## src/rtl/bmp565_pkg.sv

```systemverilog
// ----------------------------------------------------------------------------
// bmp565_pkg
// Shared types, codes and helpers of the bitmap row to RGB565 converter.
// ----------------------------------------------------------------------------
package bmp565_pkg;

    localparam int DISPLAY_WIDTH_DEF = 240;
    localparam int PALETTE_DEPTH_DEF = 256;

    localparam int WIDTH_W     = 12;
    localparam int CFG_INDEX_W = 1;
    localparam int CFG_DATA_W  = 12;
    localparam int COUNT_W     = 4;
    localparam logic [COUNT_W-1:0] MAX_PIXELS = 4'd8;

    localparam logic [CFG_INDEX_W-1:0] REG_PIXEL_FORMAT = 1'b0;
    localparam logic [CFG_INDEX_W-1:0] REG_IMAGE_WIDTH  = 1'b1;

    localparam logic KIND_PALETTE = 1'b0;
    localparam logic KIND_DATA    = 1'b1;

    localparam logic [2:0] FMT_1BPP  = 3'd0;
    localparam logic [2:0] FMT_4BPP  = 3'd1;
    localparam logic [2:0] FMT_8BPP  = 3'd2;
    localparam logic [2:0] FMT_16BPP = 3'd3;
    localparam logic [2:0] FMT_24BPP = 3'd4;
    localparam logic [2:0] FMT_32BPP = 3'd5;

    localparam logic [2:0]         FORMAT_RESET = FMT_8BPP;
    localparam logic [WIDTH_W-1:0] WIDTH_RESET  = 12'd240;

    typedef enum logic [1:0] {
        SRC_BIT    = 2'd0,
        SRC_NIB    = 2'd1,
        SRC_IDX    = 2'd2,
        SRC_DIRECT = 2'd3
    } src_t;

    typedef struct packed {
        logic [COUNT_W-1:0] count;
        src_t               src;
        logic [7:0]         bits;
        logic [15:0]        direct;
    } item_t;

    typedef struct packed {
        logic       en;
        logic [7:0] idx_a;
        logic [7:0] idx_b;
    } rd_req_t;

    typedef struct packed {
        logic        en;
        logic [7:0]  idx;
        logic [23:0] rgb;
    } wr_req_t;

    function automatic logic [15:0] to565(input logic [23:0] rgb);
        return {rgb[23:19], rgb[15:10], rgb[7:3]};
    endfunction

endpackage

```

## src/rtl/bmp565_unpack.sv

```systemverilog
// ----------------------------------------------------------------------------
// bmp565_unpack
// Configuration registers, row counters and byte assembly. Works out how many
// pixels a word yields and issues the palette reads for it.
// ----------------------------------------------------------------------------
module bmp565_unpack #(
    parameter int DISPLAY_WIDTH = bmp565_pkg::DISPLAY_WIDTH_DEF
) (
    input  logic                                   clk,
    input  logic                                   rst_n,
    input  logic                                   cfg_write,
    input  logic [bmp565_pkg::CFG_INDEX_W-1:0]     cfg_index,
    input  logic [bmp565_pkg::CFG_DATA_W-1:0]      cfg_data,
    input  logic                                   accept,
    input  logic                                   kind,
    input  logic                                   row_start,
    input  logic [7:0]                             data_byte,
    output bmp565_pkg::item_t                      item,
    output logic                                   item_load,
    output bmp565_pkg::rd_req_t                    rd_req
);
    import bmp565_pkg::*;

    localparam logic [WIDTH_W-1:0] DISP = WIDTH_W'(DISPLAY_WIDTH);

    localparam logic [1:0] PHASE_FIRST  = 2'd0;
    localparam logic [1:0] PHASE_SECOND = 2'd1;
    localparam logic [1:0] PHASE_THIRD  = 2'd2;
    localparam logic [1:0] PHASE_ALPHA  = 2'd3;

    logic [2:0]         format_reg;
    logic [WIDTH_W-1:0] width_reg;
    logic [WIDTH_W-1:0] cnt_reg;
    logic [1:0]         phase_reg;
    logic [15:0]        held_reg;

    logic [WIDTH_W-1:0] cnt0;
    logic [1:0]         phase0;
    logic [15:0]        held0;
    logic [WIDTH_W-1:0] limit;
    logic [WIDTH_W-1:0] room;
    logic               open;
    logic [COUNT_W-1:0] want;
    logic [COUNT_W-1:0] n;
    logic [1:0]         phase_next;
    logic [15:0]        held_next;
    logic               lookup;
    logic               data_acc;

    assign data_acc = accept && (kind == KIND_DATA);

    always_comb
    begin
        cnt0       = row_start ? '0 : cnt_reg;
        phase0     = row_start ? PHASE_FIRST : phase_reg;
        held0      = row_start ? '0 : held_reg;
        limit      = (width_reg < DISP) ? width_reg : DISP;
        open       = cnt0 < limit;
        room       = limit - cnt0;
        want       = '0;
        phase_next = phase0;
        held_next  = held0;
        lookup     = 1'b0;
        item.src    = SRC_IDX;
        item.bits   = data_byte;
        item.direct = '0;
        rd_req.idx_a = '0;
        rd_req.idx_b = '0;
        unique case (format_reg) inside
            FMT_1BPP:
            begin
                want         = MAX_PIXELS;
                item.src     = SRC_BIT;
                rd_req.idx_a = 8'd0;
                rd_req.idx_b = 8'd1;
                lookup       = 1'b1;
            end
            FMT_4BPP:
            begin
                want         = 4'd2;
                item.src     = SRC_NIB;
                rd_req.idx_a = {4'h0, data_byte[7:4]};
                rd_req.idx_b = {4'h0, data_byte[3:0]};
                lookup       = 1'b1;
            end
            FMT_8BPP:
            begin
                want         = 4'd1;
                rd_req.idx_a = data_byte;
                lookup       = 1'b1;
            end
            FMT_16BPP:
            begin
                item.src = SRC_DIRECT;
                if (phase0 == PHASE_FIRST)
                begin
                    held_next  = {8'h00, data_byte};
                    phase_next = PHASE_SECOND;
                end
                else
                begin
                    want        = 4'd1;
                    item.direct = {data_byte, held0[7:0]};
                    phase_next  = PHASE_FIRST;
                end
            end
            FMT_24BPP, FMT_32BPP:
            begin
                item.src = SRC_DIRECT;
                if (phase0 == PHASE_FIRST
                    || (phase0 == PHASE_ALPHA && format_reg == FMT_24BPP))
                begin
                    held_next  = {8'h00, data_byte};
                    phase_next = PHASE_SECOND;
                end
                else if (phase0 == PHASE_SECOND)
                begin
                    held_next  = {data_byte, held0[7:0]};
                    phase_next = PHASE_THIRD;
                end
                else if (phase0 == PHASE_THIRD)
                begin
                    want        = 4'd1;
                    item.direct = to565({data_byte, held0});
                    phase_next  = (format_reg == FMT_32BPP) ? PHASE_ALPHA : PHASE_FIRST;
                end
                else
                begin
                    phase_next = PHASE_FIRST;
                end
            end
            default:
            begin
            end
        endcase
        if (!open)
        begin
            n = '0;
        end
        else if (room < {{(WIDTH_W-COUNT_W){1'b0}}, want})
        begin
            n = room[COUNT_W-1:0];
        end
        else
        begin
            n = want;
        end
        item.count = n;
        rd_req.en  = data_acc && (n != '0) && lookup;
    end

    assign item_load = data_acc && (n != '0);

    always_ff @(posedge clk or negedge rst_n)
    begin
        if (!rst_n)
        begin
            format_reg <= FORMAT_RESET;
            width_reg  <= WIDTH_RESET;
            cnt_reg    <= '0;
            phase_reg  <= PHASE_FIRST;
            held_reg   <= '0;
        end
        else
        begin
            if (cfg_write)
            begin
                unique case (cfg_index)
                    REG_PIXEL_FORMAT: format_reg <= cfg_data[2:0];
                    REG_IMAGE_WIDTH:  width_reg  <= cfg_data[WIDTH_W-1:0];
                    default:
                    begin
                    end
                endcase
            end
            if (data_acc)
            begin
                if (open)
                begin
                    cnt_reg   <= cnt0 + {{(WIDTH_W-COUNT_W){1'b0}}, n};
                    phase_reg <= phase_next;
                    held_reg  <= held_next;
                end
                else
                begin
                    cnt_reg   <= cnt0;
                    phase_reg <= phase0;
                    held_reg  <= held0;
                end
            end
        end
    end

endmodule

```

## config.mk

```make
export PLATFORM = sky130hd
export DESIGN_NAME = bmp565_unpack
export DESIGN_NICKNAME = d
export VERILOG_FILES = /design/src/rtl/bmp565_pkg.sv /design/src/rtl/bmp565_unpack.sv
export SDC_FILE = /design/constraint.sdc
export NUM_CORES = 1
export LEC_CHECK = 0
export ABC_AREA = 0
export BUFFER_PORTS_ARGS = -buffer_cell sky130_fd_sc_hd__buf_4
export CAP_MARGIN = 20
export CORE_MARGIN = 1.5
export CORE_UTILIZATION = 54
export CTS_BUF_LIST = sky130_fd_sc_hd__clkbuf_4 sky130_fd_sc_hd__clkbuf_8
export DETAILED_ROUTE_END_ITERATION = 6
export HOLD_SLACK_MARGIN = 0.12
export PLACE_DENSITY_LB_ADDON = 0.15
export SYNTH_ARGS = -nofsm -noshare
export SYNTH_HDL_FRONTEND = slang
export SYNTH_SLANG_ARGS = --single-unit
```

## constraint.sdc

```tcl
create_clock -name clk -period 17.58 [get_ports clk]
set_clock_uncertainty 0.05 [all_clocks]
set_input_delay 4.395 -clock clk [delete_from_list [all_inputs] [get_ports clk]]
set_output_delay 4.395 -clock clk [all_outputs]
set_load 0.02 [all_outputs]
```

==> results_dict.tcl <==
set metrics [dict create \
    drt-initial-drc-count 202 \
    worst_setup_path_end_kind "output pin" \
    worstPathRequired_ns 13.14 \
    design.portCount 75 \
    synth_edf_count 0 \
    worst_path_max_delay_cell "nor4b_1" \
    chipHeight_um 82.4 \
    detailed_place.area_sq_um 3930 \
    cpPeakStageDelay_ns 0.55 \
    fin_nets 501 \
    tritoncts_clock_tree "built" \
    synth.ff_latch_count 43 \
    worst_path_cell_trace "buf_4 > inv_1 > nand2_1 > ha_1 > nor2_1 > a21oi_1 > xnor2_1 > inv_1 > ha_1 > inv_1 > a31o_2 > o211ai_1 > a311oi_2 > nor4b_1 > nand3_1 > nor4_1 > buf_4" \
    setup-violations-final 0 \
    synth.largest_area_cell "dfrtp_1" \
    globalRouteTotalUtil 0.285 \
    gr-total-overflow 0 \
    post-route-period-util 0.723 \
    synth-seq-area-share 0.318 \
    hold_path.class "reg -> reg" \
    dpl.hpwl_mm 7.01 \
    drive_gt1_frac 0.253 \
    synth.top_cell.area_share 0.280 \
    first_pass_grt_wire_length_mm 14.7 \
    core-area_sq_um 5990 \
    postSynth.asyncResetShare 1.00 \
    total_leakage_power_nw 1.84 \
    antenna_cells 0 \
    syn_area_per_cell_sq_um 8.74 \
    cts_post_setup_buffers_inserted 0 \
    ctsRootBufferMaster "clkbuf_8" \
    post_route_design_area_sq_um 4050 \
    port_buffers 70 \
    final_cell_mix "73 x buf_4, 43 x nand2_1, 38 x dfrtp_1" \
    cap_viol_max_count 0 \
    drv_slew 0 \
    power.density_nw_per_um2 74.8 \
    synthesis.area_sq_um 3400 \
    yosysWarnings 0 \
    place_congestion 0.918 \
    vias_in_the_first_global_route 3089 \
    h-tree-depth 2 \
    floorplan.die.width_um 82.4 \
    routed_via_count_divided_by_cell_count 6.13 \
    cts_hold_repair.buffers 0 \
    grt_max_degree 44 \
    die_area_sq_um 6780 \
    cts_max_path_buffers 2 \
    max_clock_freq_ghz 0.0787 \
    source_to_sink_clock_delay_at_the_later_pin_of_the_worst_skew_pair_ns 0.30 \
    slew_at_the_pin_closest_to_its_max_slew_limit_ns 0.712 \
    path_max_fanout 16 \
    layout.cells.most_common "buf_4" \
    path_clk_slew_ns 0.08 \
    postRouteWirelength_mm 9.18 \
    maxSlewHeadroom 0.521 \
    drt-pass1-iter-count 5 \
    power.ir.vdd_worst_mv 0.0426 \
    crit_top_cell "inv_1" \
    worstPathArrival_ns 8.26 \
    post_synth_main_area_contributors "dfrtp_1 28%, a22o_1 6.7%, ha_1 6.6%, mux2_2 5.0%, nand2_1 4.7%" \
    flip_flop_count_of_the_largest_register_after_layout 14 \
    timing.critical_path.buf_inv 5 \
    syn_to_final_growth_pct 19.0 \
    route.detailed.drc 0 \
    tritoncts_num_sinks 43 \
    critPathTopFamily "simple AND/OR/NAND/NOR gates" \
    syn_inst 389 \
    setup.worst_path.class "in -> out" \
    timing.setup.tns_ns 0 \
    antenna_found_initial 0 \
    cts_repair_resize_count 0 \
    routed-via-count 3250 \
    run_status "completed" \
    grt_setup_unrepaired "no" \
    routed_wire_length_per_instance_um 17.3 \
    placement_rows 28 \
    route.antenna.remaining_nets 0 \
    startpoint_type_of_the_worst_setup_path "input pin" \
    numCtsBuffers 5 \
    synth_ff_type "dfrtp_1" \
    final_layout_worst_hold_slack_ns 0.452 \
    count_of_different_cell_masters_after_synthesis 66 \
    floorplan.initialDensity 0.568 \
    layout_min_cycle_time_ns 12.70 \
    finalHoldViolCount 0 \
]
where the power goes:
group / internal [mW] / switching [mW]
Sequential: 0.112 / 0.00998
Combinational: 0.0438 / 0.0574
Clock: 0.0423 / 0.0369
Total: 0.198 / 0.104
path summary, 6_finish.rpt:
check,startpoint,end,slack (ns),cells after the start
worst min-delay path,cnt_reg[1]$_DFFE_PN0P_,cnt_reg[1]$_DFFE_PN0P_,0.45,1
worst max register to register,width_reg[11]$_DFFE_PN0P_,cnt_reg[8]$_DFFE_PN0P_,11.37,24
worst min register to register,cnt_reg[1]$_DFFE_PN0P_,cnt_reg[1]$_DFFE_PN0P_,0.45,1
worst max-delay path,row_start,item[28],4.88,17
min in group asynchronous,rst_n,width_reg[11]$_DFFE_PN0P_,4.03,1
max in group asynchronous,rst_n,cnt_reg[8]$_DFFE_PN0P_,13.06,1
cells by family (layout without fill, tap and decap cells):
logic type / Yosys count / after routing / synth area share
buf+inv: 49 / 108 / 0.0699
other cells: 1 / 8 / 0.00110
flops: 43 / 43 / 0.318
xor+xnor: 9 / 9 / 0.0232
mux: 18 / 18 / 0.0585
fa+ha+maj: 20 / 20 / 0.0780
compound gates: 103 / 103 / 0.227
simple gates: 146 / 146 / 0.224
area by class of cell:
class	count	area, sq um
clock inverters	3	43.8
clock buffers	5	68.8
fillers	507	1940
inverters	26	97.6
flip-flops and latches	43	1080
repair buffers	74	553
multi-input cells	304	2110
well taps	75	93.8
cells in the mapped netlist, types with 5 or more instances:
library cell,n
dfstp_2,5
a21oi_1,15
dfrtp_1,38
xnor2_1,7
ha_1,18
a22o_1,26
clkbuf_1,9
nand2b_1,12
nand4_1,5
inv_1,26
and3_1,8
o21ai_0,20
nor2b_1,10
nand3_1,8
buf_4,12
nor2_1,20
nor3_1,7
nor4_1,8
nand2_1,43
mux2_2,15
and2_1,9
per-stage QoR:
stage,total power [mW],setup slack (ns),cells,utilization
after floorplan,0.191,5.44,396,-
after global placement,0.220,5.19,521,0.656
after detailed placement,0.223,4.97,521,0.656
after CTS,0.302,4.96,529,0.675
after global routing,0.320,4.60,530,0.675
final,0.303,4.88,530,0.675
routing by layer:
layer	vias up	global-route usage	part of all wire
met5	-	0	0
met4	0	0.0610	0.0076
met3	8	0.0549	0.063
met2	145	0.462	0.47
met1	1566	0.396	0.45
li1	1531	-	-
Note: power is estimated with default switching activity, not from simulation.
