==> src/rtl/bmp565_pkg.sv <==
// ----------------------------------------------------------------------------
// bmp565_pkg
// Shared types, codes and helpers of the bitmap row to RGB565 converter.
// ----------------------------------------------------------------------------
package bmp565_pkg;

    localparam int DISPLAY_WIDTH_DEF = 240;
    localparam int PALETTE_DEPTH_DEF = 256;

    localparam int WIDTH_W     = 12;
    localparam int CFG_INDEX_W = 1;
    localparam int CFG_DATA_W  = 12;
    localparam int COUNT_W     = 4;
    localparam logic [COUNT_W-1:0] MAX_PIXELS = 4'd8;

    localparam logic [CFG_INDEX_W-1:0] REG_PIXEL_FORMAT = 1'b0;
    localparam logic [CFG_INDEX_W-1:0] REG_IMAGE_WIDTH  = 1'b1;

    localparam logic KIND_PALETTE = 1'b0;
    localparam logic KIND_DATA    = 1'b1;

    localparam logic [2:0] FMT_1BPP  = 3'd0;
    localparam logic [2:0] FMT_4BPP  = 3'd1;
    localparam logic [2:0] FMT_8BPP  = 3'd2;
    localparam logic [2:0] FMT_16BPP = 3'd3;
    localparam logic [2:0] FMT_24BPP = 3'd4;
    localparam logic [2:0] FMT_32BPP = 3'd5;

    localparam logic [2:0]         FORMAT_RESET = FMT_8BPP;
    localparam logic [WIDTH_W-1:0] WIDTH_RESET  = 12'd240;

    typedef enum logic [1:0] {
        SRC_BIT    = 2'd0,
        SRC_NIB    = 2'd1,
        SRC_IDX    = 2'd2,
        SRC_DIRECT = 2'd3
    } src_t;

    typedef struct packed {
        logic [COUNT_W-1:0] count;
        src_t               src;
        logic [7:0]         bits;
        logic [15:0]        direct;
    } item_t;

    typedef struct packed {
        logic       en;
        logic [7:0] idx_a;
        logic [7:0] idx_b;
    } rd_req_t;

    typedef struct packed {
        logic        en;
        logic [7:0]  idx;
        logic [23:0] rgb;
    } wr_req_t;

    function automatic logic [15:0] to565(input logic [23:0] rgb);
        return {rgb[23:19], rgb[15:10], rgb[7:3]};
    endfunction

endpackage

==> src/rtl/bmp565_serial.sv <==
// ----------------------------------------------------------------------------
// bmp565_serial
// Holds one word's pixel set and moves its pixels, one per cycle while the output
// is not stalled, into the output register.
// ----------------------------------------------------------------------------
module bmp565_serial (
    input  logic              clk,
    input  logic              rst_n,
    input  bmp565_pkg::item_t item,
    input  logic              item_load,
    input  logic [15:0]       pix_a,
    input  logic [15:0]       pix_b,
    output logic              ready,
    output logic              out_valid,
    input  logic              out_stall,
    output logic [15:0]       pixel,
    output logic              last
);
    import bmp565_pkg::*;

    item_t       item_reg;
    logic        busy_reg;
    logic [2:0]  pos_reg;
    logic        out_valid_reg;
    logic [15:0] pixel_reg;
    logic        last_reg;

    logic        o_free;
    logic        move;
    logic        is_end;
    logic [15:0] cur;

    assign o_free = !out_valid_reg || !out_stall;
    assign move   = busy_reg && o_free;
    assign is_end = {1'b0, pos_reg} == (item_reg.count - 4'd1);
    assign ready  = !busy_reg || (move && is_end);

    always_comb
    begin
        case (item_reg.src)
            SRC_BIT:    cur = item_reg.bits[3'd7 - pos_reg] ? pix_b : pix_a;
            SRC_NIB:    cur = (pos_reg == 3'd0) ? pix_a : pix_b;
            SRC_IDX:    cur = pix_a;
            default:    cur = item_reg.direct;
        endcase
    end

    always_ff @(posedge clk)
    begin
        if (item_load && ready)
        begin
            item_reg <= item;
        end
        if (o_free && move)
        begin
            pixel_reg <= cur;
            last_reg  <= is_end;
        end
    end

    always_ff @(posedge clk or negedge rst_n)
    begin
        if (!rst_n)
        begin
            busy_reg      <= 1'b0;
            pos_reg       <= '0;
            out_valid_reg <= 1'b0;
        end
        else
        begin
            if (item_load && ready)
            begin
                busy_reg <= 1'b1;
                pos_reg  <= '0;
            end
            else if (move)
            begin
                if (is_end)
                begin
                    busy_reg <= 1'b0;
                end
                else
                begin
                    pos_reg <= pos_reg + 3'd1;
                end
            end
            if (o_free)
            begin
                out_valid_reg <= move;
            end
        end
    end

    assign out_valid = out_valid_reg;
    assign pixel     = pixel_reg;
    assign last      = last_reg;

endmodule

==> config.mk <==
export PLATFORM = sky130hd
export DESIGN_NAME = bmp565_serial
export DESIGN_NICKNAME = d
export VERILOG_FILES = /design/src/rtl/bmp565_pkg.sv /design/src/rtl/bmp565_serial.sv
export SDC_FILE = /design/constraint.sdc
export NUM_CORES = 1
export LEC_CHECK = 0
export BUFFER_PORTS_ARGS = -buffer_cell sky130_fd_sc_hd__buf_2
export CORE_UTILIZATION = 50
export CTS_CLUSTER_SIZE = 12
export DETAILED_ROUTE_END_ITERATION = 8
export GPL_ROUTABILITY_DRIVEN = 1
export PLACE_DENSITY = 0.78
export RECOVER_POWER = 50
export SLEW_MARGIN = 15
export SYNTH_ARGS = -nofsm -noshare
export SYNTH_HDL_FRONTEND = slang
export SYNTH_SLANG_ARGS = --single-unit
==> constraint.sdc <==
create_clock -name clk -period 4.45 [get_ports clk]
set_clock_uncertainty 0.05 [all_clocks]
set_input_delay 0.445 -clock clk [delete_from_list [all_inputs] [get_ports clk]]
set_output_delay 0.445 -clock clk [all_outputs]
set_load 0.05 [all_outputs]
==> metrics.md, run 1 <==
| Metric | Value |
|---|---|
| Std-Cell Rows | `26` |
| Peak-usage layer in the global routing report | `met2` |
| Number of cells upsized or downsized after cts | `0` |
| Mean cell area of the mapped netlist | `12.7 um^2` |
| CTS clk-pin slew, worst paths | `around 0.090 ns` |
| Largest net degree at the start of global routing | `35` |
| Power, Total | `1.48 mW` |
| Largest delay share family, worst path | `simple AND/OR/NAND/NOR gates` |
| Time the final worst path needs with I/O delays and setup | `3.12 ns` |
| Wire length after detailed routing | `5320 um` |
| DIE HEIGHT | `75.6 um` |
| Worst Path Class, Setup | `register to output port` |
| Count of flip-flops with a built-in enable after synthesis | `47` |
| Complex-gate fraction of the synthesized area | `0.181` |
| Worst path cell trace | `inv_1 -> ha_1 -> xnor2_1 -> nor4_1 -> a21oi_1 -> inv_1 -> buf_2` |
| CP dominant cell by count | `sky130_fd_sc_hd__inv_1` |
| Ant. Diodes | `0` |
| Final worst-path cycle share | `0.701` |
| Met1 usage | `0.253` |
| Cell count after synthesis | `between 200 and 250` |
| Dominant combinational cell family by area after synthesis | `compound AO/OA/AOI/OAI gates` |
| Routed via count | `around 2,000` |
| Final Hold Viols | `0` |
| Fillers | `444` |
| Maximum fanout along the worst path | `7` |
| Yosys reg bits | `52` |
| Max Slew Vio Count | `18` |
| Global router's overall resource usage | `0.201` |
| Largest vdd supply drop | `between 200 and 250 uV` |
| Worst-margin pin slew | `1.78 ns` |
| Maximum clock insertion buffer count | `2` |
| Number of setup violations in the final report | `0` |
| Cell Area, Synth | `between 0.002 and 0.003 mm^2` |
| Met3 usage in global routing | `0.0331` |
| Area of the core | `0.00517 mm^2` |
| Half-perimeter wire length after detailed placement | `3760 um` |
| Number of antenna violations at the first check in global routing | `0` |
| Global-route wire length before repair | `8270 um` |
| First-pass iteration count of the detailed router | `5` |
| GRT met2 Usage | `0.342` |
| Async set or reset register ratio after synthesis | `0.0962` |
| Remaining DRCs | `0` |
| Lkg Pwr | `between 1 and 1.5 nW` |
| Cts bufs inserted | `5` |
| Setup tns final | `0 ns` |
| Sort of element at the start of the critical path | `register` |
| Post-synth top flop | `sky130_fd_sc_hd__edfxtp_1` |
| Sequential fraction of the synthesis area | `0.568` |
| Total Die Area | `~0.0057 mm^2` |
| Worst relative slew slack | `-0.184` |
| Max Freq | `321 MHz` |
| Violation count after the first detailed-routing iteration | `157` |
| Xor/xnor cell area share of the yosys netlist | `0.0162` |
| Post-detailed-route via-to-cell ratio | `5.36` |
| # nets final | `around 360` |
| Effective utilization at floorplan | `0.523` |
| Later-pin clock latency in the skew report | `approximately 0.30 ns` |
| Run status | `finished, violations left` |
| # clock sinks | `52` |
| Max FFs per register | `30` |
| CP max stage cell | `sky130_fd_sc_hd__nor4_1` |
| Weighted congestion reported at the end of routability-driven placement | `0.717` |
| Average wire per standard cell | `between 10 and 15 um` |
| Post-synthesis share of cell area spent on and, or, nand and nor gates | `0.0920` |
| Power per cell area | `466 mW/mm^2` |
| Fraction of synthesized area in multiplexers | `0.0791` |
| Overall die width | `75.6 um` |
| Number of global-route vias before repair | `about 1,800` |
| CTS root buf | `sky130_fd_sc_hd__clkbuf_8` |
| Critical path required time | `3.95 ns` |
| Adder and majority cell fraction of the synthesized area | `0.0139` |
| Count of nets left with antenna violations after detail routing | `0` |
| Endpoint class of the critical path | `output port` |
| CTS tree | `built` |
| Net count of the mapped netlist | `282` |
| Violated checks | `capacitance limit, slew limit` |
| Layout overhead on the synthesized area | `17.2%` |
| H-tree Lvls | `2` |
| Overflow left after global routing | `0` |
| CP bufs+invs | `3` |
| Post-synth cell types | `42` |
| Number of top-level pins | `between 80 and 90` |
| Unrepaired setup endpoints after global routing | `no` |
| Hold/Removal Path Class | `primary input to register` |
| Delay contributed by the slowest stage of the critical path | `0.82 ns` |
| Number of violations of the max-capacitance limit | `1` |
| Arrival time of the worst setup path | `2.62 ns` |
| Number of port buffers | `84` |
| Synthesis Warnings | `0` |
| Share of cells above drive strength 1 | `0.344` |
## where the power goes
part	internal [mW]	total [mW]	leakage (nW)	switching [mW]
Combinational	0.220	0.548	0.682	0.328
Sequential	0.618	0.671	0.492	0.0527
Clock	0.112	0.257	0.0395	0.145
## synth_stat cells (2+ instances only)
| cell | number | share of area |
|---|---|---|
| sky130_fd_sc_hd__a221oi_2 | 9 | 0.050 |
| sky130_fd_sc_hd__dfrtp_1 | 5 | 0.046 |
| sky130_fd_sc_hd__nand2b_1 | 2 | 0.0046 |
| sky130_fd_sc_hd__nand2_1 | 23 | 0.032 |
| sky130_fd_sc_hd__nor2_1 | 19 | 0.026 |
| sky130_fd_sc_hd__ha_1 | 3 | 0.014 |
| sky130_fd_sc_hd__inv_1 | 6 | 0.0083 |
| sky130_fd_sc_hd__nor2b_1 | 2 | 0.0046 |
| sky130_fd_sc_hd__buf_2 | 7 | 0.013 |
| sky130_fd_sc_hd__o21ai_0 | 2 | 0.0037 |
| sky130_fd_sc_hd__xnor2_1 | 4 | 0.013 |
| sky130_fd_sc_hd__buf_4 | 2 | 0.0055 |
| sky130_fd_sc_hd__a221oi_1 | 6 | 0.019 |
| sky130_fd_sc_hd__mux2i_1 | 3 | 0.011 |
| sky130_fd_sc_hd__mux2_2 | 15 | 0.062 |
| sky130_fd_sc_hd__buf_6 | 3 | 0.012 |
| sky130_fd_sc_hd__o21a_1 | 15 | 0.042 |
| sky130_fd_sc_hd__a21oi_1 | 17 | 0.031 |
| sky130_fd_sc_hd__edfxtp_1 | 47 | 0.52 |
## cell families (layout without fill, tap and decap cells)
family                   after synthesis  in the layout
buffers and inverters                 20            101
flip-flops                            52             52
AND/OR/NAND/NOR                       54             54
XOR/XNOR                               5              5
adder cells (fa/ha/maj)                3              3
AO/OA/AOI/OAI                         60             60
multiplexers                          19             19
## final timing paths
check / slack, ns / start / cells after the start / to
worst max-delay path: 1.33 / item_reg[26]$_DFFE_PP_ / 7 / ready
worst min-delay path: 0.26 / item[15] / 1 / item_reg[15]$_DFFE_PP_
worst max register to register: 1.57 / item_reg[26]$_DFFE_PP_ / 7 / item_reg[2]$_DFFE_PP_
worst min register to register: 0.53 / item_reg[7]$_DFFE_PP_ / 2 / pixel[7]$_DFFE_PP_
max in group asynchronous: 3.62 / rst_n / 2 / pos_reg[0]$_DFFE_PN0P_
min in group asynchronous: 0.48 / rst_n / 2 / pos_reg[1]$_DFFE_PN0P_
## cells in the final DEF (no fill, tap or decap), types with 2 or more instances in the layout
master	count
sky130_fd_sc_hd__a21oi_1	17
sky130_fd_sc_hd__dfrtp_1	5
sky130_fd_sc_hd__nor2_1	19
sky130_fd_sc_hd__buf_4	2
sky130_fd_sc_hd__clkbuf_1	22
sky130_fd_sc_hd__nand2_1	23
sky130_fd_sc_hd__o21ai_0	2
sky130_fd_sc_hd__a221oi_2	9
sky130_fd_sc_hd__ha_1	3
sky130_fd_sc_hd__xnor2_1	4
sky130_fd_sc_hd__inv_1	6
sky130_fd_sc_hd__o21a_1	15
sky130_fd_sc_hd__mux2_2	15
sky130_fd_sc_hd__clkbuf_8	5
sky130_fd_sc_hd__edfxtp_1	47
sky130_fd_sc_hd__a221oi_1	6
sky130_fd_sc_hd__mux2i_1	3
sky130_fd_sc_hd__nand2b_1	2
sky130_fd_sc_hd__buf_2	65
## layer usage
metal	part of all wire	vias to the layer above	wire length, um
met5	0	-	0
met1	0.41	910	2190
met4	0.023	0	123
li1	-	962	-
met2	0.51	70	2720
met3	0.054	9	289
## area by class of cell
cell class              instances  area [um^2]  area share
clock buffers                   8         80.1      0.0253
inverters                       6         22.5     0.00711
multi-input cells             141         1020       0.322
flip-flops and latches         52         1540       0.485
well taps                      70         87.6      0.0276
repair buffers                 87          422       0.133
## stage by stage
| step | hold WS, ns | utilization | setup WS, ns | instance area, um^2 | cells |
|---|---|---|---|---|---|
| after floorplan | 0.0994 | - | 1.21 | 2710 | 213 |
| after global placement | 0.218 | 0.604 | 1.95 | 3120 | 355 |
| after detailed placement | 0.223 | 0.604 | 1.88 | 3120 | 355 |
| after CTS | 0.258 | 0.621 | 1.76 | 3210 | 364 |
| after global routing | 0.248 | 0.613 | 1.05 | 3170 | 364 |
| final | 0.262 | 0.613 | 1.33 | 3170 | 364 |
## what timing repair did
action | 4_1_cts | 5_1_grt
hold buffers | 1 | 0
setup endpoints to repair | 0 | 0
buffers inserted | 0 | 0
hold endpoints to repair | 5 | 0
Power figures use the tool's default switching activity.
==> run 2, diff against run 1 <==
ABC_AREA = 1   (was not set)
CORE_UTILIZATION = 47   (was 50)
PLACE_DENSITY = 0.76   (was 0.78)
clock period = 2.7 ns   (was 4.45 ns; I/O delays follow)
==> metrics.md, run 2 <==
| Metric | Value |
|---|---|
| Layout overhead on the synthesized area | `19.4% (was 17.2%)` |
| Synth area leader | `sky130_fd_sc_hd__edfxtp_1 (unchanged)` |
| Final Hold Viols | `0 (unchanged)` |
| Wire length after detailed routing | `6620 um (was 5320 um)` |
| Global router's overall resource usage | `0.212 (was 0.201)` |
| Post-CTS setup buffer count | `0 (unchanged)` |
| Remaining DRCs | `0 (unchanged)` |
| Sort of element at the start of the critical path | `register (unchanged)` |
| Worst-margin pin slew | `0.967 ns (was 1.78 ns)` |
| Part of the total power dissipated in combinational logic | `0.396 (was 0.371)` |
| Run status | `complete, no violations (was finished, violations left)` |
| Later-pin clock latency in the skew report | `0.31 ns (was 0.30 ns)` |
| CP bufs+invs | `3 (unchanged)` |
| Worst relative slew slack | `0.355 (was -0.184)` |
| Count of nets left with antenna violations after detail routing | `0 (unchanged)` |
| Count of flip-flops with a built-in enable after synthesis | `47 (unchanged)` |
| Area of the core | `0.00599 mm^2 (was 0.00517 mm^2)` |
| Cts bufs inserted | `5 (unchanged)` |
| Setup tns final | `0 ns (unchanged)` |
| Number of global-route vias before repair | `2,305 (was 1,775)` |
| Final worst-path cycle share | `0.849` |
| Design internal power | `1.54 mW (was 0.950 mW)` |
| Top-count cell post-synth | `sky130_fd_sc_hd__nand2_1 (was sky130_fd_sc_hd__edfxtp_1)` |
| Fraction of power consumed by the clock network | `0.206 (was 0.174)` |
| Number of violations of the max-capacitance limit | `0 (was 1)` |
| Area share of the leading cell type in the synthesized netlist | `0.480 (was 0.522)` |
| Max FFs per register | `30 (unchanged)` |
| Cell count after synthesis | `321 (was 213)` |
| Time the final worst path needs with I/O delays and setup | `about 2.3 ns` |
| Largest delay share family, worst path | `simple AND/OR/NAND/NOR gates (unchanged)` |
| Number of setup violations in the final report | `0 (unchanged)` |
| Arrival time of the worst setup path | `1.97 ns (was 2.62 ns)` |
| CTS clk-pin slew, worst paths | `0.09 ns (about the same)` |
| Power per cell area | `744 mW/mm^2 (was 466 mW/mm^2)` |
| Most frequent cells in the layout | `sky130_fd_sc_hd__nand2_1, sky130_fd_sc_hd__inv_1, sky130_fd_sc_hd__buf_2 (was sky130_fd_sc_hd__buf_2, sky130_fd_sc_hd__edfxtp_1, sky130_fd_sc_hd__nand2_1)` |
| # clock sinks | `52 (unchanged)` |
| Half-perimeter wire length after detailed placement | `4750 um (was 3760 um)` |
| Delay contributed by the slowest stage of the critical path | `0.39 ns (was 0.82 ns)` |
| Overflow left after global routing | `0 (unchanged)` |
| Overall die width | `81.1 um (was 75.6 um)` |
| Synthesis Warnings | `0 (unchanged)` |
| Post-layout util | `0.586 (was 0.613)` |
| Net count of the mapped netlist | `390 (was 282)` |
| Sequential fraction of the synthesis area | `0.523 (was 0.568)` |
| Worst path cell trace | `inv_1 -> ha_1 -> nand2_1 -> nand2_1 -> nor2_1 -> nand3_1 -> nand2_1 -> nand2_1 -> inv_2 -> buf_2 (was inv_1 -> ha_1 -> xnor2_1 -> nor4_1 -> a21oi_1 -> inv_1 -> buf_2)` |
| Yosys reg bits | `52 (unchanged)` |
| Power, Total | `2.61 mW (was 1.48 mW)` |
| Async set or reset register ratio after synthesis | `0.0962 (unchanged)` |
| Number of cells upsized or downsized after cts | `0 (unchanged)` |
| Ant. Diodes | `0 (unchanged)` |
| Cell types occupying the most area after synthesis | `sky130_fd_sc_hd__edfxtp_1, sky130_fd_sc_hd__nand2_1, sky130_fd_sc_hd__inv_1 (was sky130_fd_sc_hd__edfxtp_1, sky130_fd_sc_hd__mux2_2, sky130_fd_sc_hd__a221oi_2)` |
| DIE HEIGHT | `81.1 um (was 75.6 um)` |
| Unrepaired setup endpoints after global routing | `no (unchanged)` |
| Largest net degree at the start of global routing | `33 (was 35)` |
| H-tree Lvls | `2 (unchanged)` |
| CTS tree | `built (unchanged)` |
| CP dominant cell by count | `sky130_fd_sc_hd__nand2_1 (was sky130_fd_sc_hd__inv_1)` |
| Violation count after the first detailed-routing iteration | `195 (was 157)` |
| Net switching power of the design | `1.07 mW (was 0.526 mW)` |
| Most common library cell in the layout ignoring fill and taps | `sky130_fd_sc_hd__nand2_1 (was sky130_fd_sc_hd__buf_2)` |
| Max Slew Vio Count | `0 (was 18)` |
| Mean cell area of the mapped netlist | `9.16 um^2 (was 12.7 um^2)` |
| Post-synth top flop | `sky130_fd_sc_hd__edfxtp_1 (unchanged)` |
| Worst Path Class, Setup | `register to output port (unchanged)` |
| Switching Fraction | `0.410 (was 0.356)` |
| Std-Cell Rows | `28 (was 26)` |
| Max Freq | `436 MHz` |
| Endpoint class of the critical path | `output port (unchanged)` |
| Post-detailed-route via-to-cell ratio | `5.18 (was 5.36)` |
| Number of top-level pins | `85 (unchanged)` |
| Cell Area, Synth | `0.00294 mm^2 (was 0.00271 mm^2)` |
| # nets final | `475 (was 362)` |
| Lkg Pwr | `1.66 nW (was 1.21 nW)` |
| Routed via count | `2,496 (was 1,951)` |
| Weighted congestion reported at the end of routability-driven placement | `0.788 (was 0.717)` |
| Number of antenna violations at the first check in global routing | `0 (unchanged)` |
| First-pass iteration count of the detailed router | `5 (unchanged)` |
| Most common library cells after synthesis | `sky130_fd_sc_hd__nand2_1, sky130_fd_sc_hd__inv_1, sky130_fd_sc_hd__edfxtp_1 (was sky130_fd_sc_hd__edfxtp_1, sky130_fd_sc_hd__nand2_1, sky130_fd_sc_hd__nor2_1)` |
| Maximum fanout along the worst path | `4 (was 7)` |
| CTS root buf | `sky130_fd_sc_hd__clkbuf_8 (unchanged)` |
| Effective utilization at floorplan | `0.491 (was 0.523)` |
| CP max stage cell | `sky130_fd_sc_hd__edfxtp_1 (was sky130_fd_sc_hd__nor4_1)` |
| Critical path required time | `2.38 ns (was 3.95 ns)` |
| Share of cells above drive strength 1 | `0.290 (was 0.344)` |
| Cts-stage hold buffer count | `1 (unchanged)` |
| Total Die Area | `0.00658 mm^2 (was 0.00571 mm^2)` |
| Post-synth cell types | `22 (was 42)` |
| Hold/Removal Path Class | `primary input to register (unchanged)` |
| Number of port buffers | `84 (unchanged)` |
| Largest vdd supply drop | `451 uV (was 232 uV)` |
| Average wire per standard cell | `13.7 um (was 14.6 um)` |
| Global-route wire length before repair | `10,200 um (was 8270 um)` |
| Maximum clock insertion buffer count | `2 (unchanged)` |
| Seq pwr share | `0.398 (was 0.455)` |
## run 2: metrics by stage
| step | hold WS (ns) | cells | setup slack [ns] | instance area, um^2 |
|---|---|---|---|---|
| 3_5_place_dp | 0.0421 | 473 | 0.529 | 3420 |
| 2_1_floorplan | -0.0756 | 321 | 0.264 | 2940 |
| 6_report | 0.0792 | 482 | 0.409 | 3510 |
| 5_1_grt | 0.0768 | 482 | 0.267 | 3510 |
| 3_3_place_gp | 0.0387 | 473 | 0.613 | 3420 |
| 4_1_cts | 0.0777 | 482 | 0.396 | 3540 |
## run 2: power by group through the flow
stage | Combinational, mW | Sequential, mW | Clock, mW
floorplan | 0.716 | 1.19 | 0
global placement | 1.00 | 1.05 | 0
detailed placement | 1.04 | 1.06 | 0
CTS | 1.05 | 1.04 | 0.534
global route | 1.13 | 1.05 | 0.562
finish | 1.03 | 1.04 | 0.539
## run 2: layer usage
metal  global-route usage  share of wire  vias to the layer above
li1                     -              -                     1218
met1                0.242           0.40                     1170
met2                0.373           0.52                       99
met3               0.0449          0.064                        9
met4                0.107          0.018                        0
met5                    0              0                        -
## run 2: kinds of logic (layout without fill, tap and decap cells)
kind of cell / after synthesis / in the layout / share of synthesized area
AND/OR/NAND/NOR: 154 / 154 / 0.278
buffers and inverters: 77 / 163 / 0.109
flip-flops: 52 / 52 / 0.523
AO/OA/AOI/OAI: 34 / 34 / 0.0740
adder cells (fa/ha/maj): 3 / 3 / 0.0128
XOR/XNOR: 1 / 1 / 0.00298
## run 2: worst paths after layout
path | cells after the start | startpoint | slack, ns | end
setup / recovery | 10 | item_reg[26]$_DFFE_PP_ | 0.41 | ready
hold / removal | 1 | item[14] | 0.08 | item_reg[14]$_DFFE_PP_
setup reg to reg | 10 | item_reg[26]$_DFFE_PP_ | 0.53 | item_reg[19]$_DFFE_PP_
hold reg to reg | 2 | busy_reg$_DFFE_PN0P_ | 0.48 | out_valid$_DFFE_PN0N_
max in group asynchronous | 2 | rst_n | 2.08 | pos_reg[1]$_DFFE_PN0P_
min in group asynchronous | 2 | rst_n | 0.29 | out_valid$_DFFE_PN0N_
## run 2: worst register-to-register path, stage by stage (launching register included)
cell and delay (ns):
sky130_fd_sc_hd__edfxtp_1 0.39, sky130_fd_sc_hd__inv_1 0.13, sky130_fd_sc_hd__ha_1 0.25, sky130_fd_sc_hd__nand2_1 0.07, sky130_fd_sc_hd__nand2_1 0.05, sky130_fd_sc_hd__nor2_1 0.07, sky130_fd_sc_hd__nand3_1 0.13, sky130_fd_sc_hd__nand2_1 0.12
sky130_fd_sc_hd__nand2_1 0.12, sky130_fd_sc_hd__nor2_4 0.09, sky130_fd_sc_hd__buf_4 0.35
## run 2: area by class of cell
| cell class | count | area, um^2 |
|---|---|---|
| fill | 534 | 2480 |
| timing repair buffer | 88 | 427 |
| clock inverter | 2 | 35.0 |
| sequential | 52 | 1540 |
| multi-input combinational | 192 | 1090 |
| tap | 75 | 93.8 |
| clock buffer | 6 | 72.6 |
| inverter | 67 | 251 |
==> run 3, diff against run 2 <==
CORE_UTILIZATION = 50   (was 47)
PLACE_DENSITY = 0.77   (was 0.76)
clock period = 2.35 ns   (was 2.7 ns; I/O delays follow)
==> metrics.md, run 3 (synthesis gave the netlist of run 2 again) <==
| Metric | Value |
|---|---|
| Run status | `complete, no violations (unchanged)` |
| Fraction of power consumed by the clock network | `0.173 (was 0.206)` |
| End point of the most critical hold path | `item_reg[13]$_DFFE_PP_ (was item_reg[14]$_DFFE_PP_)` |
| Time the final worst path needs with I/O delays and setup | `2.19 ns` |
| Number of instances on the worst hold path | `1 (unchanged)` |
| Number of port buffers | `84 (unchanged)` |
| H-tree Lvls | `2 (unchanged)` |
| Hold Startpoint | `item[13] (was item[14])` |
| Number of top-level pins | `85 (unchanged)` |
| CP bufs+invs | `3 (unchanged)` |
| Count of nets left with antenna violations after detail routing | `0 (unchanged)` |
| Max FFs per register | `30 (unchanged)` |
| Ant. Diodes | `0 (unchanged)` |
| Power per cell area | `824 mW/mm^2 (was 744 mW/mm^2)` |
| Share of cells above drive strength 1 | `0.290 (about the same)` |
| Overflow left after global routing | `0 (unchanged)` |
| Hold/Removal Path Class | `primary input to register (unchanged)` |
| CTS clk-pin slew, worst paths | `0.10 ns (was 0.09 ns)` |
| Fillers | `510 (was 534)` |
| Std-Cell Rows | `27 (was 28)` |
| CTS tree | `built (unchanged)` |
| Layout overhead on the synthesized area | `19.3% (was 19.4%)` |
| CTS root buf | `sky130_fd_sc_hd__clkbuf_8 (unchanged)` |
| Maximum fanout along the worst path | `4 (unchanged)` |
| Lkg Pwr | `1.66 nW (about the same)` |
| Largest vdd supply drop | `508 uV (was 451 uV)` |
| DIE HEIGHT | `78.7 um (was 81.1 um)` |
| Net switching power of the design | `1.22 mW (was 1.07 mW)` |
| Worst path cell trace | `inv_1 -> ha_1 -> nand2_1 -> nand2_1 -> nor2_1 -> nand3_1 -> nand2_1 -> nand2_1 -> inv_2 -> buf_4 (was inv_1 -> ha_1 -> nand2_1 -> nand2_1 -> nor2_1 -> nand3_1 -> nand2_1 -> nand2_1 -> inv_2 -> buf_2)` |
| # nets final | `479 (was 475)` |
| Total area of multi-input combinational cells | `0.00109 mm^2 (about the same)` |
| Post-CTS setup buffer count | `0 (unchanged)` |
| Most frequent cells in the layout | `sky130_fd_sc_hd__nand2_1, sky130_fd_sc_hd__inv_1, sky130_fd_sc_hd__buf_2 (unchanged)` |
| Weighted congestion reported at the end of routability-driven placement | `0.779 (was 0.788)` |
| Maximum clock insertion buffer count | `2 (unchanged)` |
| Endpoint class of the critical path | `output port (unchanged)` |
| Arrival time of the worst setup path | `1.91 ns (was 1.97 ns)` |
| Number of setup violations in the final report | `0 (unchanged)` |
| Area of the core | `0.00557 mm^2 (was 0.00599 mm^2)` |
| Sort of element at the start of the critical path | `register (unchanged)` |
| Setup tns final | `0 ns (unchanged)` |
| CP max stage cell | `sky130_fd_sc_hd__edfxtp_1 (unchanged)` |
| Routed via count | `2,435 (was 2,496)` |
| Most common library cell in the layout ignoring fill and taps | `sky130_fd_sc_hd__nand2_1 (unchanged)` |
| Violation count after the first detailed-routing iteration | `198 (was 195)` |
| Largest net degree at the start of global routing | `18 (was 33)` |
| Post-detailed-route via-to-cell ratio | `5.04 (was 5.18)` |
| Number of global-route vias before repair | `2,267 (was 2,305)` |
| Worst relative slew slack | `0.200 (was 0.355)` |
| Seq. cell area | `0.00154 mm^2 (unchanged)` |
| CP dominant cell by count | `sky130_fd_sc_hd__nand2_1 (unchanged)` |
| Wire length after detailed routing | `6360 um (was 6620 um)` |
| Part of the total power dissipated in combinational logic | `0.414 (was 0.396)` |
| Delay contributed by the slowest stage of the critical path | `0.39 ns (about the same)` |
| Reg2reg end | `pixel[8]$_DFFE_PP_ (was item_reg[19]$_DFFE_PP_)` |
| Final worst-path cycle share | `0.934` |
| Global-route wire length before repair | `9980 um (was 10,200 um)` |
| Unrepaired setup endpoints after global routing | `no (unchanged)` |
| Overall die width | `78.7 um (was 81.1 um)` |
| Slack of the worst reg-to-reg path | `0.18 ns (was 0.53 ns)` |
| Cells on worst reg2reg path | `5 (was 10)` |
| # clock sinks | `52 (unchanged)` |
| Number of violations of the max-capacitance limit | `0 (unchanged)` |
| Number of antenna violations at the first check in global routing | `0 (unchanged)` |
| Max Slew Vio Count | `0 (unchanged)` |
| Largest delay share family, worst path | `simple AND/OR/NAND/NOR gates (unchanged)` |
| Later-pin clock latency in the skew report | `0.30 ns (was 0.31 ns)` |
| First-pass iteration count of the detailed router | `5 (unchanged)` |
| Max Freq | `456 MHz` |
| Half-perimeter wire length after detailed placement | `4640 um (was 4750 um)` |
| Worst-margin pin slew | `1.20 ns (was 0.967 ns)` |
| Cts bufs inserted | `5 (unchanged)` |
| Switching Fraction | `0.421 (was 0.410)` |
| Post-layout util | `0.629 (was 0.586)` |
| Final Hold Viols | `0 (unchanged)` |
| Design internal power | `1.68 mW (was 1.54 mW)` |
| Remaining DRCs | `0 (unchanged)` |
| Seq pwr share | `0.413 (was 0.398)` |
| Total Die Area | `0.00619 mm^2 (was 0.00658 mm^2)` |
| R2r startpoint | `item_reg[25]$_DFFE_PP_ (was item_reg[26]$_DFFE_PP_)` |
| Worst Path Class, Setup | `register to output port (unchanged)` |
| Effective utilization at floorplan | `0.527 (was 0.491)` |
| Critical path required time | `2.07 ns (was 2.38 ns)` |
| Global router's overall resource usage | `0.212 (about the same)` |
| Average wire per standard cell | `13.2 um (was 13.7 um)` |
run 3: changes by cell type in the layout (fill, tap and decap cells not counted):
cell / previous run / this run
sky130_fd_sc_hd__buf_2: 63 / 61
sky130_fd_sc_hd__bufinv_16: 1 / 0
sky130_fd_sc_hd__nor2_2: 2 / 1
sky130_fd_sc_hd__clkinv_4: 0 / 1
sky130_fd_sc_hd__clkinv_2: 1 / 2
sky130_fd_sc_hd__nor2_1: 5 / 6
sky130_fd_sc_hd__clkbuf_1: 22 / 24
sky130_fd_sc_hd__buf_4: 3 / 6
run 3: metrics by stage:
step                hold WS (ns)  instance area [um^2]  instances  worst slack [ns]  power [mW]
finish                    0.0535                  3510        483             0.156        2.89
global route              0.0395                  3510        483            0.0217        3.06
CTS                       0.0431                  3540        483            0.0787        2.92
detailed placement       0.00537                  3450        474             0.234        2.42
global placement         0.00339                  3450        474             0.393        2.38
floorplan                 -0.111                  2950        321             0.225        2.19
run 3: timing repair:
item,in CTS,in global routing
setup endpoints to repair,0,1
gates resized for setup,0,2
hold buffers,1,0
endpoints found under the hold margin,5,0
run 3: cell type report:
type                    count  area share
flip-flops and latches     52       0.438
multi-input cells         192       0.311
repair buffers             92       0.128
inverters                  67      0.0717
well taps                  72      0.0257
clock buffers               5      0.0196
clock inverters             3     0.00535
run 3: power groups by stage:
stage | logic, mW | registers [mW] | clock network (mW)
finish | 1.20 | 1.19 | 0.501
CTS | 1.21 | 1.19 | 0.514
global placement | 1.17 | 1.21 | 0
floorplan | 0.824 | 1.37 | 0
detailed placement | 1.21 | 1.21 | 0
global route | 1.30 | 1.21 | 0.551
run 3: worst max path at each step:
stage / from / end / slack [ns] / depth (start not counted)
4_1_cts: item_reg[26]$_DFFE_PP_ / ready / 0.08 / 10
2_1_floorplan: item_reg[26]$_DFFE_PP_ / item_reg[0]$_DFFE_PP_ / 0.23 / 9
5_1_grt: item_reg[26]$_DFFE_PP_ / ready / 0.02 / 10
3_5_place_dp: item_reg[25]$_DFFE_PP_ / pixel[8]$_DFFE_PP_ / 0.23 / 5
3_3_place_gp: item_reg[25]$_DFFE_PP_ / pixel[8]$_DFFE_PP_ / 0.39 / 5
6_report: item_reg[26]$_DFFE_PP_ / ready / 0.16 / 10
run 3: layer usage:
metal,share of wire,GRT usage,routed length [um],up-vias
li1,-,-,-,1226
met1,0.39,0.242,2500,1092
met2,0.53,0.383,3370,107
met3,0.064,0.0453,405,10
met4,0.014,0.0815,88,0
met5,0,0,0,-
